## src/adcrf_pkg.sv

```systemverilog
`default_nettype none

package adcrf_pkg;

    localparam int REGISTER_COUNT = 4;
    localparam int SAMPLE_BITS    = 12;

    localparam int PTR_W     = 2;
    localparam int DATA_W    = 16;
    localparam int CHAN_W    = 2;
    localparam int GAIN_W    = 3;
    localparam int REG_IDX_W = $clog2(REGISTER_COUNT);

    localparam int DIV_W = 13;
    localparam int Q_W   = 15;
    localparam int NUM_W = SAMPLE_BITS + Q_W;
    localparam int CMP_W = (SAMPLE_BITS > DIV_W) ? SAMPLE_BITS : DIV_W;
    localparam int CNT_W = $clog2(Q_W);

    localparam logic [DATA_W-1:0] FULL_SCALE = DATA_W'(32767);

    localparam int GAIN_LSB = 9;
    localparam int CHAN_LSB = 12;

    function automatic logic [DIV_W-1:0] gain_divisor(input logic [GAIN_W-1:0] gain);
        logic [DIV_W-1:0] d;
        case (gain)
            3'd0:    d = DIV_W'(7626);
            3'd1:    d = DIV_W'(5084);
            3'd2:    d = DIV_W'(2542);
            3'd3:    d = DIV_W'(1271);
            3'd4:    d = DIV_W'(635);
            3'd5:    d = DIV_W'(328);
            default: d = DIV_W'(2542);
        endcase
        return d;
    endfunction

endpackage

`default_nettype wire

```

## src/adcrf_divider.sv

```systemverilog
`default_nettype none

module adcrf_divider (
    input  wire logic                         clk,
    input  wire logic                         rst_n,
    input  wire logic                         start,
    input  wire logic [adcrf_pkg::NUM_W-1:0]  numer,
    input  wire logic [adcrf_pkg::DIV_W-1:0]  divisor,
    output logic                              done,
    output logic [adcrf_pkg::Q_W-1:0]         quotient
);
    import adcrf_pkg::*;

    typedef enum logic {
        ST_IDLE,
        ST_RUN
    } state_t;

    state_t             state_reg;
    logic [DIV_W-1:0]   rem_reg;
    logic [DIV_W-1:0]   d_reg;
    logic [Q_W-1:0]     shq_reg;
    logic [CNT_W-1:0]   cnt_reg;
    logic               done_reg;

    logic [DIV_W:0]     trial;
    logic [DIV_W:0]     diff;
    logic               ge;
    logic [DIV_W-1:0]   rem_next;
    logic [Q_W-1:0]     shq_next;

    // One quotient bit per cycle: the next numerator bit enters the remainder.
    always_comb
    begin
        trial    = {rem_reg, shq_reg[Q_W-1]};
        diff     = trial - {1'b0, d_reg};
        ge       = (trial >= {1'b0, d_reg});
        rem_next = ge ? diff[DIV_W-1:0] : trial[DIV_W-1:0];
        shq_next = {shq_reg[Q_W-2:0], ge};
    end

    always_ff @(posedge clk or negedge rst_n)
    begin
        if (!rst_n)
        begin
            state_reg <= ST_IDLE;
            done_reg  <= 1'b0;
            cnt_reg   <= '0;
            rem_reg   <= '0;
            d_reg     <= '0;
            shq_reg   <= '0;
        end
        else
        begin
            done_reg <= 1'b0;
            case (state_reg)
                ST_IDLE:
                begin
                    if (start)
                    begin
                        rem_reg   <= DIV_W'(numer >> Q_W);
                        shq_reg   <= numer[Q_W-1:0];
                        d_reg     <= divisor;
                        cnt_reg   <= CNT_W'(Q_W - 1);
                        state_reg <= ST_RUN;
                    end
                end
                ST_RUN:
                begin
                    rem_reg <= rem_next;
                    shq_reg <= shq_next;
                    cnt_reg <= cnt_reg - 1'b1;
                    if (cnt_reg == '0)
                    begin
                        state_reg <= ST_IDLE;
                        done_reg  <= 1'b1;
                    end
                end
                default:
                begin
                    state_reg <= ST_IDLE;
                end
            endcase
        end
    end

    assign done     = done_reg;
    assign quotient = shq_reg;

endmodule

`default_nettype wire

```

## src/adc_register_file_with_scaling_core.sv

```systemverilog
`default_nettype none

// Channel  Signals                                         Direction
// -------  ----------------------------------------------  ---------
// in       in_valid, in_stall, req_type, reg_pointer,      sink
//          write_data, adc_sample
// out      out_valid, out_stall, read_data,                source
//          selected_channel
//
// A write beat and a read of a nonzero register do not use the divider.
// A read of register 0 below saturation waits for the bit-serial divider,
// which produces one of the 15 quotient bits per cycle; no beat is taken meanwhile.
// Reset clears the pointer and the register file at once; no clearing pass.
// A read beat is stalled while the output register holds an untaken beat;
// write beats are taken regardless of the output side.

module adc_register_file_with_scaling_core (
    input  wire logic                              clk,
    input  wire logic                              rst_n,
    input  wire logic                              in_valid,
    output logic                                   in_stall,
    input  wire logic                              req_type,
    input  wire logic [adcrf_pkg::PTR_W-1:0]       reg_pointer,
    input  wire logic [adcrf_pkg::DATA_W-1:0]      write_data,
    input  wire logic [adcrf_pkg::SAMPLE_BITS-1:0] adc_sample,
    output logic                                   out_valid,
    input  wire logic                              out_stall,
    output logic [adcrf_pkg::DATA_W-1:0]           read_data,
    output logic [adcrf_pkg::CHAN_W-1:0]           selected_channel
);
    import adcrf_pkg::*;

    logic [PTR_W-1:0]  ptr_reg, ptr_next;
    logic [DATA_W-1:0] regs_reg [REGISTER_COUNT];
    logic [DATA_W-1:0] regs_next [REGISTER_COUNT];
    logic              busy_reg, busy_next;
    logic              out_valid_reg, out_valid_next;
    logic [DATA_W-1:0] read_data_reg, read_data_next;
    logic [CHAN_W-1:0] chan_reg, chan_next;

    logic              in_acc;
    logic              out_free;
    logic [DIV_W-1:0]  divisor;
    logic              sat;
    logic              div_start;
    logic [NUM_W-1:0]  numer;
    logic              div_done;
    logic [Q_W-1:0]    quotient;
    logic [DATA_W-1:0] cfg;

    assign cfg      = regs_reg[1];
    assign out_free = !out_valid_reg || !out_stall;
    assign in_stall = busy_reg || (req_type && !out_free);
    assign in_acc   = in_valid && !in_stall;
    assign divisor  = gain_divisor(cfg[GAIN_LSB +: GAIN_W]);
    assign sat      = (CMP_W'(adc_sample) >= CMP_W'(divisor));
    assign numer    = {adc_sample, {Q_W{1'b0}}} - NUM_W'(adc_sample);

    always_comb
    begin
        ptr_next       = ptr_reg;
        regs_next      = regs_reg;
        busy_next      = busy_reg;
        out_valid_next = out_valid_reg;
        read_data_next = read_data_reg;
        chan_next      = chan_reg;
        div_start      = 1'b0;

        if (out_valid_reg && !out_stall)
        begin
            out_valid_next = 1'b0;
        end

        if (in_acc)
        begin
            if (!req_type)
            begin
                ptr_next = reg_pointer;
                if ((reg_pointer != '0) && (32'(reg_pointer) < REGISTER_COUNT))
                begin
                    regs_next[REG_IDX_W'(reg_pointer)] = write_data;
                end
            end
            else
            begin
                chan_next = cfg[CHAN_LSB +: CHAN_W];
                if (ptr_reg == '0)
                begin
                    if (sat)
                    begin
                        regs_next[0]   = FULL_SCALE;
                        read_data_next = FULL_SCALE;
                        out_valid_next = 1'b1;
                    end
                    else
                    begin
                        div_start = 1'b1;
                        busy_next = 1'b1;
                    end
                end
                else
                begin
                    out_valid_next = 1'b1;
                    if (32'(ptr_reg) < REGISTER_COUNT)
                    begin
                        read_data_next = regs_reg[REG_IDX_W'(ptr_reg)];
                    end
                    else
                    begin
                        read_data_next = '0;
                    end
                end
            end
        end

        if (div_done)
        begin
            busy_next      = 1'b0;
            regs_next[0]   = DATA_W'(quotient);
            read_data_next = DATA_W'(quotient);
            out_valid_next = 1'b1;
        end
    end

    always_ff @(posedge clk or negedge rst_n)
    begin
        if (!rst_n)
        begin
            ptr_reg       <= '0;
            busy_reg      <= 1'b0;
            out_valid_reg <= 1'b0;
            for (int i = 0; i < REGISTER_COUNT; i++)
            begin
                regs_reg[i] <= '0;
            end
        end
        else
        begin
            ptr_reg       <= ptr_next;
            busy_reg      <= busy_next;
            out_valid_reg <= out_valid_next;
            regs_reg      <= regs_next;
        end
    end

    always_ff @(posedge clk)
    begin
        read_data_reg <= read_data_next;
        chan_reg      <= chan_next;
    end

    adcrf_divider u_divider (
        .clk      (clk),
        .rst_n    (rst_n),
        .start    (div_start),
        .numer    (numer),
        .divisor  (divisor),
        .done     (div_done),
        .quotient (quotient)
    );

    assign out_valid        = out_valid_reg;
    assign read_data        = read_data_reg;
    assign selected_channel = chan_reg;

`ifndef NO_ASSERTIONS
    a_busy_stalls: assert property (@(posedge clk) disable iff (!rst_n)
        busy_reg |-> in_stall)
        else $error("input taken during a conversion");

    a_no_out_while_busy: assert property (@(posedge clk) disable iff (!rst_n)
        !(busy_reg && out_valid_reg))
        else $error("output beat pending during a conversion");

    a_done_only_busy: assert property (@(posedge clk) disable iff (!rst_n)
        div_done |-> busy_reg)
        else $error("divider finished without a pending conversion");

    a_result_in_range: assert property (@(posedge clk) disable iff (!rst_n)
        regs_reg[0][DATA_W-1] == 1'b0)
        else $error("conversion result above full scale");
`endif

endmodule

`default_nettype wire

```

## config.mk

```make
export PLATFORM = sky130hd
export DESIGN_NAME = adc_register_file_with_scaling_core
export DESIGN_NICKNAME = d
export VERILOG_FILES = /design/src/adcrf_pkg.sv /design/src/adcrf_divider.sv /design/src/adc_register_file_with_scaling_core.sv
export SDC_FILE = /design/constraint.sdc
export NUM_CORES = 1
export LEC_CHECK = 0
export BUFFER_PORTS_ARGS = -buffer_cell sky130_fd_sc_hd__buf_2
export CORE_ASPECT_RATIO = 0.7
export CORE_MARGIN = 10
export CORE_UTILIZATION = 40
export CTS_CLUSTER_SIZE = 12
export DETAILED_ROUTE_END_ITERATION = 8
export PLACE_DENSITY_LB_ADDON = 0.12
export REMOVE_ABC_BUFFERS = 1
export SLEW_MARGIN = 10
export SYNTH_ARGS = -nofsm -noshare
export SYNTH_HDL_FRONTEND = slang
export SYNTH_HIERARCHICAL = 1
export SYNTH_SLANG_ARGS = --single-unit
```

## constraint.sdc

```tcl
create_clock -name clk -period 6.6 [get_ports clk]
set_input_delay 0.33 -clock clk [delete_from_list [all_inputs] [get_ports clk]]
set_output_delay 0.33 -clock clk [all_outputs]
set_load 0.005 [all_outputs]
```

Word-level counts from Yosys, hierarchy flattened
Cells that the tools add are included.
{"block": "totals", "register_bits": 133, "elab_cells": 109}
{"block": "classes", "add_sub_neg": 3, "order_cmp": 5, "eq_ne": 10, "n_mux": 45, "bitwise_logic": 4, "reduce_logical": 26}
{"cell": "16-bit 2-to-1 mux", "n": 8}
{"cell": "64-bit 2-to-1 mux", "n": 2}
{"cell": "13-bit one-hot mux with 5 select lines", "n": 1}
{"cell": "64-bit bitwise mux", "n": 1}
{"cell": "15-bit 2-to-1 mux", "n": 4}
{"cell": "48-bit 2-to-1 mux", "n": 1}
{"cell": "16-bit binary-select mux with 2-bit select", "n": 1}
{"cell": "16-bit demux with 2-bit select", "n": 1}
{"cell": "15-bit one-hot mux with 2 select lines", "n": 1}
{"cell": "27-bit by 12-bit subtractor with 27-bit output", "n": 1}
{"cell": "13-bit 2-to-1 mux", "n": 2}
{"cell": "13-bit one-hot mux with 2 select lines", "n": 1}
{"cell": "1-bit 2-to-1 mux", "n": 19}
{"cell": "14-bit by 13-bit >= comparator with 1-bit output", "n": 1}
{"cell": "12-bit by 13-bit >= comparator with 1-bit output", "n": 1}
{"cell": "13-bit subtractor", "n": 1}
{"cell": "3-bit AND reduction", "n": 3}
{"cell": "4-bit one-hot mux with 2 select lines", "n": 1}
{"cell": "4-bit AND reduction", "n": 2}
{"cell": "2-bit nonzero test", "n": 4}
{"cell": "3-bit equality test (second input constant)", "n": 2}
{"cell": "3-bit >= comparator (second input constant)", "n": 2}
{"cell": "3-bit by 1-bit != test with 1-bit output (second input constant)", "n": 2}
{"cell": "2-bit inverter with 3-bit output", "n": 2}
{"cell": "other kinds (18)", "n": 29}

Logic depth before layout (Yosys ltp)
{"block": "depth", "word_depth": 10, "mapped_depth": 16}

Modules after synthesis
The synthesis kept the hierarchy.
{"mod": "adc_register_file_with_scaling_core", "n_inst": 1, "cells_per_inst": 331, "area_each_um2": 3747.3, "seq_area_each_um2": 1831.8}
{"mod": "adcrf_divider", "n_inst": 1, "cells_per_inst": 300, "area_each_um2": 2850.2, "seq_area_each_um2": 1176.1}

Least setup slack after synthesis
Ideal clock, no wire load.
{"block": "synth_path", "kind": "flip-flop to flip-flop", "start": "register regs_reg (netlist bit cfg[11])", "end": "register u_divider.rem_reg[0]", "t_arrival_ns": 3.353, "required_time_ns": 6.482, "slack_ns": 3.129, "path_stages_with_launch": 16, "cell_sequence": "dfrtp_1 -> clkbuf_1 -> nor2b_1 -> inv_1 -> nor2_1 -> nor2_1 -> ha_1 -> and4_1 -> a221o_1 -> o21a_1 -> or2_1 -> nor3_1 -> buf_1 -> mux2i_1 -> nor2_1 -> a21o_1"}
{"block": "synth_between", "elab_chain_cells": 8, "elab_cells_between_ends": 12, "classes_between": "order compare (1); eq/ne (5); mux (5); reduce/logical (1)"}
{"item": "start: declaration", "line": "adc_register_file_with_scaling_core.sv:34", "source": "logic [DATA_W-1:0] regs_reg [REGISTER_COUNT];"}
{"item": "start signal: assignment", "line": "adc_register_file_with_scaling_core.sv:142", "source": "regs_reg <= regs_next;"}
{"item": "3-bit equality test, or another cell as far along", "line": "adcrf_pkg.sv:27", "source": "case (gain)"}
{"item": "13-bit one-hot mux with 5 select lines (*)", "line": "adcrf_pkg.sv:27"}
{"item": "net divisor[7]", "line": "adc_register_file_with_scaling_core.sv:43", "source": "logic [DIV_W-1:0] divisor;"}
{"item": "12-bit by 13-bit >= comparator with 1-bit output (*)", "line": "adc_register_file_with_scaling_core.sv:56", "source": "assign sat = (CMP_W'(adc_sample) >= CMP_W'(divisor));"}
{"item": "1-bit 2-to-1 mux (*)", "line": "adc_register_file_with_scaling_core.sv:89", "source": "if (sat)"}
{"item": "1-bit 2-to-1 mux (*)", "line": "adc_register_file_with_scaling_core.sv:87", "source": "if (ptr_reg == '0)"}
{"item": "1-bit 2-to-1 mux (*)", "line": "adc_register_file_with_scaling_core.sv:76", "source": "if (!req_type)"}
{"item": "1-bit 2-to-1 mux (*)", "line": "adc_register_file_with_scaling_core.sv:74", "source": "if (in_acc)"}
{"item": "net div_start", "line": "adc_register_file_with_scaling_core.sv:45", "source": "logic div_start;"}
{"item": "2-bit != test (no line) (*)"}
{"item": "end signal: assignment", "line": "adcrf_divider.sv:61", "source": "rem_reg <= DIV_W'(numer >> Q_W);"}
{"item": "end signal: assignment", "line": "adcrf_divider.sv:70", "source": "rem_reg <= rem_next;"}
{"item": "end: declaration", "line": "adcrf_divider.sv:20", "source": "logic [DIV_W-1:0] rem_reg;"}
Mark *: on every way through the listed nets, which the timed path passes. The rest lies on a longest branch.
A chain may end at the register's enable or synchronous reset.

Final worst setup path
{"block": "layout_path", "start": "register regs_reg (netlist bit cfg[10])", "end": "register u_divider.d_reg[0]"}
{"block": "layout_between", "elab_chain_cells": 8, "elab_cells_between_ends": 12, "classes_between": "order compare (1); eq/ne (4); mux (5); reduce/logical (2)"}
{"item": "3-bit equality test, or another cell as far along", "line": "adcrf_pkg.sv:27"}
{"item": "13-bit one-hot mux with 5 select lines (*)", "line": "adcrf_pkg.sv:27"}
{"item": "net divisor[7]", "line": "adc_register_file_with_scaling_core.sv:43"}
{"item": "12-bit by 13-bit >= comparator with 1-bit output (*)", "line": "adc_register_file_with_scaling_core.sv:56"}
{"item": "1-bit 2-to-1 mux (*)", "line": "adc_register_file_with_scaling_core.sv:89"}
{"item": "1-bit 2-to-1 mux (*)", "line": "adc_register_file_with_scaling_core.sv:87"}
{"item": "1-bit 2-to-1 mux (*)", "line": "adc_register_file_with_scaling_core.sv:76"}
{"item": "1-bit 2-to-1 mux (*)", "line": "adc_register_file_with_scaling_core.sv:74"}
{"item": "net div_start", "line": "adc_register_file_with_scaling_core.sv:45"}
{"item": "2-bit AND reduction (no line) (*)"}
{"item": "end signal: assignment", "line": "adcrf_divider.sv:63", "source": "d_reg <= divisor;"}
{"item": "end: declaration", "line": "adcrf_divider.sv:21", "source": "logic [DIV_W-1:0] d_reg;"}
Marks and branches as above.

==> results.sh <==
export IMPL_first_iter_violations=394
export IMPL_pre_cts_ws_ns=3.02
export IMPL_fillCellCount=1520
export IMPL_r2r_start="cfg[10]$_DFFE_PN0P_"
export IMPL_grt_overflow_total=0
export IMPL_setup_viol=0
export IMPL_status="finished, final reports clean"
export IMPL_core_area_um2=16200
export IMPL_min_path_type="in -> reg"
export IMPL_die_h_um=127
export IMPL_grt_pass1_vias=5255
export IMPL_skew_ns=0.0135
export IMPL_cts_buffers=17
export IMPL_die_x_um=174
export IMPL_synth_avg_cell_area_um2=10.5
export IMPL_fin_util_pct=47.2
export IMPL_worstMarginPinSlew_ns=1.00
export IMPL_async_reset_ff_share_pct=84.6
export IMPL_layout_setup_ws_ns=2.97
export IMPL_clock_path_buffers=2
export IMPL_grt_first_pass_wirelength_um=28500
export IMPL_cts_resized=0
export IMPL_synthFlopType="dfrtp_1"
export IMPL_netlist_area_um2=6600
export IMPL_vias=4970
export IMPL_ctsRootBufferMaster="clkbuf_16"
export IMPL_start_util_pct=40.6
export IMPL_hold_ws_ns=0.177
export IMPL_slew_limit_headroom_pct=33.1
export IMPL_criticalPathCategory="reg -> reg"
export IMPL_endpoint_kind="flip-flop"
export IMPL_path_max_fanout=25
export IMPL_dp_hpwl_um=12600
export IMPL_synth_seq_area_share_pct=45.6
export IMPL_holdBufCountCts=1
export IMPL_totalWireLength_um=17400
export IMPL_crit_arrival_ns=3.92
export IMPL_worstRegToRegCells=14
export IMPL_clock_latency_ns=0.41
export IMPL_leakagePower_nw=3.37
export IMPL_min_path_cells=2
export IMPL_hold_violations=0
export IMPL_fin_crit_sh_pct=55.0
export IMPL_htree_num_levels=4
export IMPL_timing_rr_end="u_divider/d_reg[0]$_DFFE_PN0P_"
export IMPL_ys_warn_count=6
export IMPL_post_cts_buffers=0
export IMPL_setup_tns_final_ns=0
export IMPL_cp_start_kind="flip-flop"
export IMPL_whs_endpoint="regs_reg[16]$_DFFE_PN0P_"
export IMPL_gp_congestion=0.879
export IMPL_route_detailed_drc=0
export IMPL_grt_util_all_layers_pct=16.1
export IMPL_io_buffer_count=54
export IMPL_clock_sinks=117
export IMPL_drv_slew=0
export IMPL_peakVddDrop_v=0.000158
export IMPL_power_density_nw_per_um2=507
export IMPL_via_per_inst=5.40
export IMPL_rsz0062_at_grt="no"
export IMPL_clk_pin_slew_worst_paths_ns=0.06
export IMPL_cts_tree="built"
export IMPL_n_antenna_cell=0
export IMPL_firstDrtPassIters=4
export IMPL_ios=55
export IMPL_synth_edff_count=17
export IMPL_wire_per_inst_um=18.9
export IMPL_placed_area_um2=7090
export IMPL_worstHoldStart="write_data[0]"
export IMPL_die_area_um2=22100
export IMPL_yosysUniqueCellTypes=67
export IMPL_required_ns=6.89
export IMPL_max_cap_violations=0
export IMPL_ys_ff_latch=117
export IMPL_rrSetupSlack_ns=2.97
export IMPL_postLayoutCellArea_um2=7660
export IMPL_postSynthCellCount=631
export IMPL_synthToLayoutAreaGrowth_pct=16.2
export IMPL_drive_gt1_share_pct=25.0
export IMPL_antenna_found_initial=0
export IMPL_fin_crit_ns=3.63
export IMPL_rows=39
export IMPL_fin_nets=745
export IMPL_largest_reg_flops=32
export IMPL_ant_nets=0
export IMPL_grt_max_degree=65
export IMPL_fmax_ghz=0.275
-- per-stage QoR --
stage               cells  total power [mW]
finish                920              3.88
detailed placement    887              2.98
CTS                   920              3.90
floorplan             600              2.50
global route          920              4.19
global placement      887              2.95
-- how the worst max path moves through the flow --
stage,from,endpoint,slack (ns),cells after the start
finish,cfg[10]$_DFFE_PN0P_,u_divider/d_reg[0]$_DFFE_PN0P_,2.97,14
global route,cfg[10]$_DFFE_PN0P_,u_divider/d_reg[0]$_DFFE_PN0P_,2.64,14
CTS,cfg[10]$_DFFE_PN0P_,u_divider/d_reg[0]$_DFFE_PN0P_,2.99,14
detailed placement,cfg[10]$_DFFE_PN0P_,u_divider/d_reg[0]$_DFFE_PN0P_,3.02,14
global placement,cfg[10]$_DFFE_PN0P_,u_divider/d_reg[0]$_DFFE_PN0P_,3.06,14
floorplan,cfg[10]$_DFFE_PN0P_,u_divider/d_reg[0]$_DFFE_PN0P_,0.18,12
-- cell usage after synthesis, types with 5 or more instances --
cell      instances  area share [%]
a211oi_1         11             1.3
a21o_1           11             1.3
a21oi_1          22             1.7
buf_1             5            0.28
clkbuf_1         22             1.3
dfrtp_1          99              38
edfxtp_1         17             7.7
ha_1             27             5.1
inv_1            34             1.9
mux2_2           64              11
mux2i_1          29             4.4
nand2_1          58             3.3
nand2b_1          6            0.57
nand3_1           7            0.53
nor2_1           23             1.3
nor2b_1          17             1.6
nor3_1           10            0.76
o21ai_0          52             3.9
o21ai_1           6            0.46
o22ai_1          19             1.8
xnor2_1          16             2.1
-- routing by layer --
metal | share of wire (%) | vias to the layer above | global-route usage [%]
met1 | 52 | 2481 | 23.4
met5 | 0 | - | 0
met3 | 5.8 | 6 | 3.80
met2 | 42 | 109 | 23.3
met4 | 0.67 | 0 | 4.70
li1 | - | 2374 | -
-- cells in the final DEF, fill, tap and decap left out, types with 22 or more instances in the layout --
cell type / instances
inv_1: 34
o21ai_0: 52
buf_2: 53
ha_1: 27
nor2_1: 23
dfrtp_1: 99
mux2i_1: 29
mux2_2: 64
a21oi_1: 22
nand2_1: 58
-- cell type report --
class	count	area, µm²	area share [%]
clock buffer	19	433	5.65
inverter	37	139	1.81
clock inverter	13	133	1.73
multi-input combinational	446	3330	43.4
tap	225	282	3.67
sequential	117	3010	39.2
timing repair buffer	63	343	4.47
-- report_power, final --
part | internal [mW] | switching (mW) | total, mW | leakage (nW)
Clock | 0.554 | 0.342 | 0.896 | 0.269
Sequential | 1.04 | 0.205 | 1.24 | 1.41
Combinational | 0.781 | 0.964 | 1.75 | 1.69
-- cells by family after synthesis --
logic type      count (synthesis)  synth area share, %
mux                            97                 16.0
flops                         117                 45.6
fa+ha+maj                      28                 5.42
buf+inv                        68                 4.04
xor+xnor                       19                 2.52
other cells                     1               0.0568
compound gates                151                 14.7
simple gates                  150                 11.6
-- critical path, stage by stage, from the launching register on --
cell and delay, ns:
dfrtp_1 0.50, nor2b_1 0.25, inv_1 0.12, nor2_1 0.10, nor2_1 0.07, ha_1 0.31, and4_1 0.23, a221o_1 0.32
o21a_1 0.18, or2_1 0.24, nor3_2 0.14, buf_4 0.29, nor2b_1 0.17, buf_4 0.25, mux2_2 0.36
Note: power is estimated with default switching activity, not from simulation.
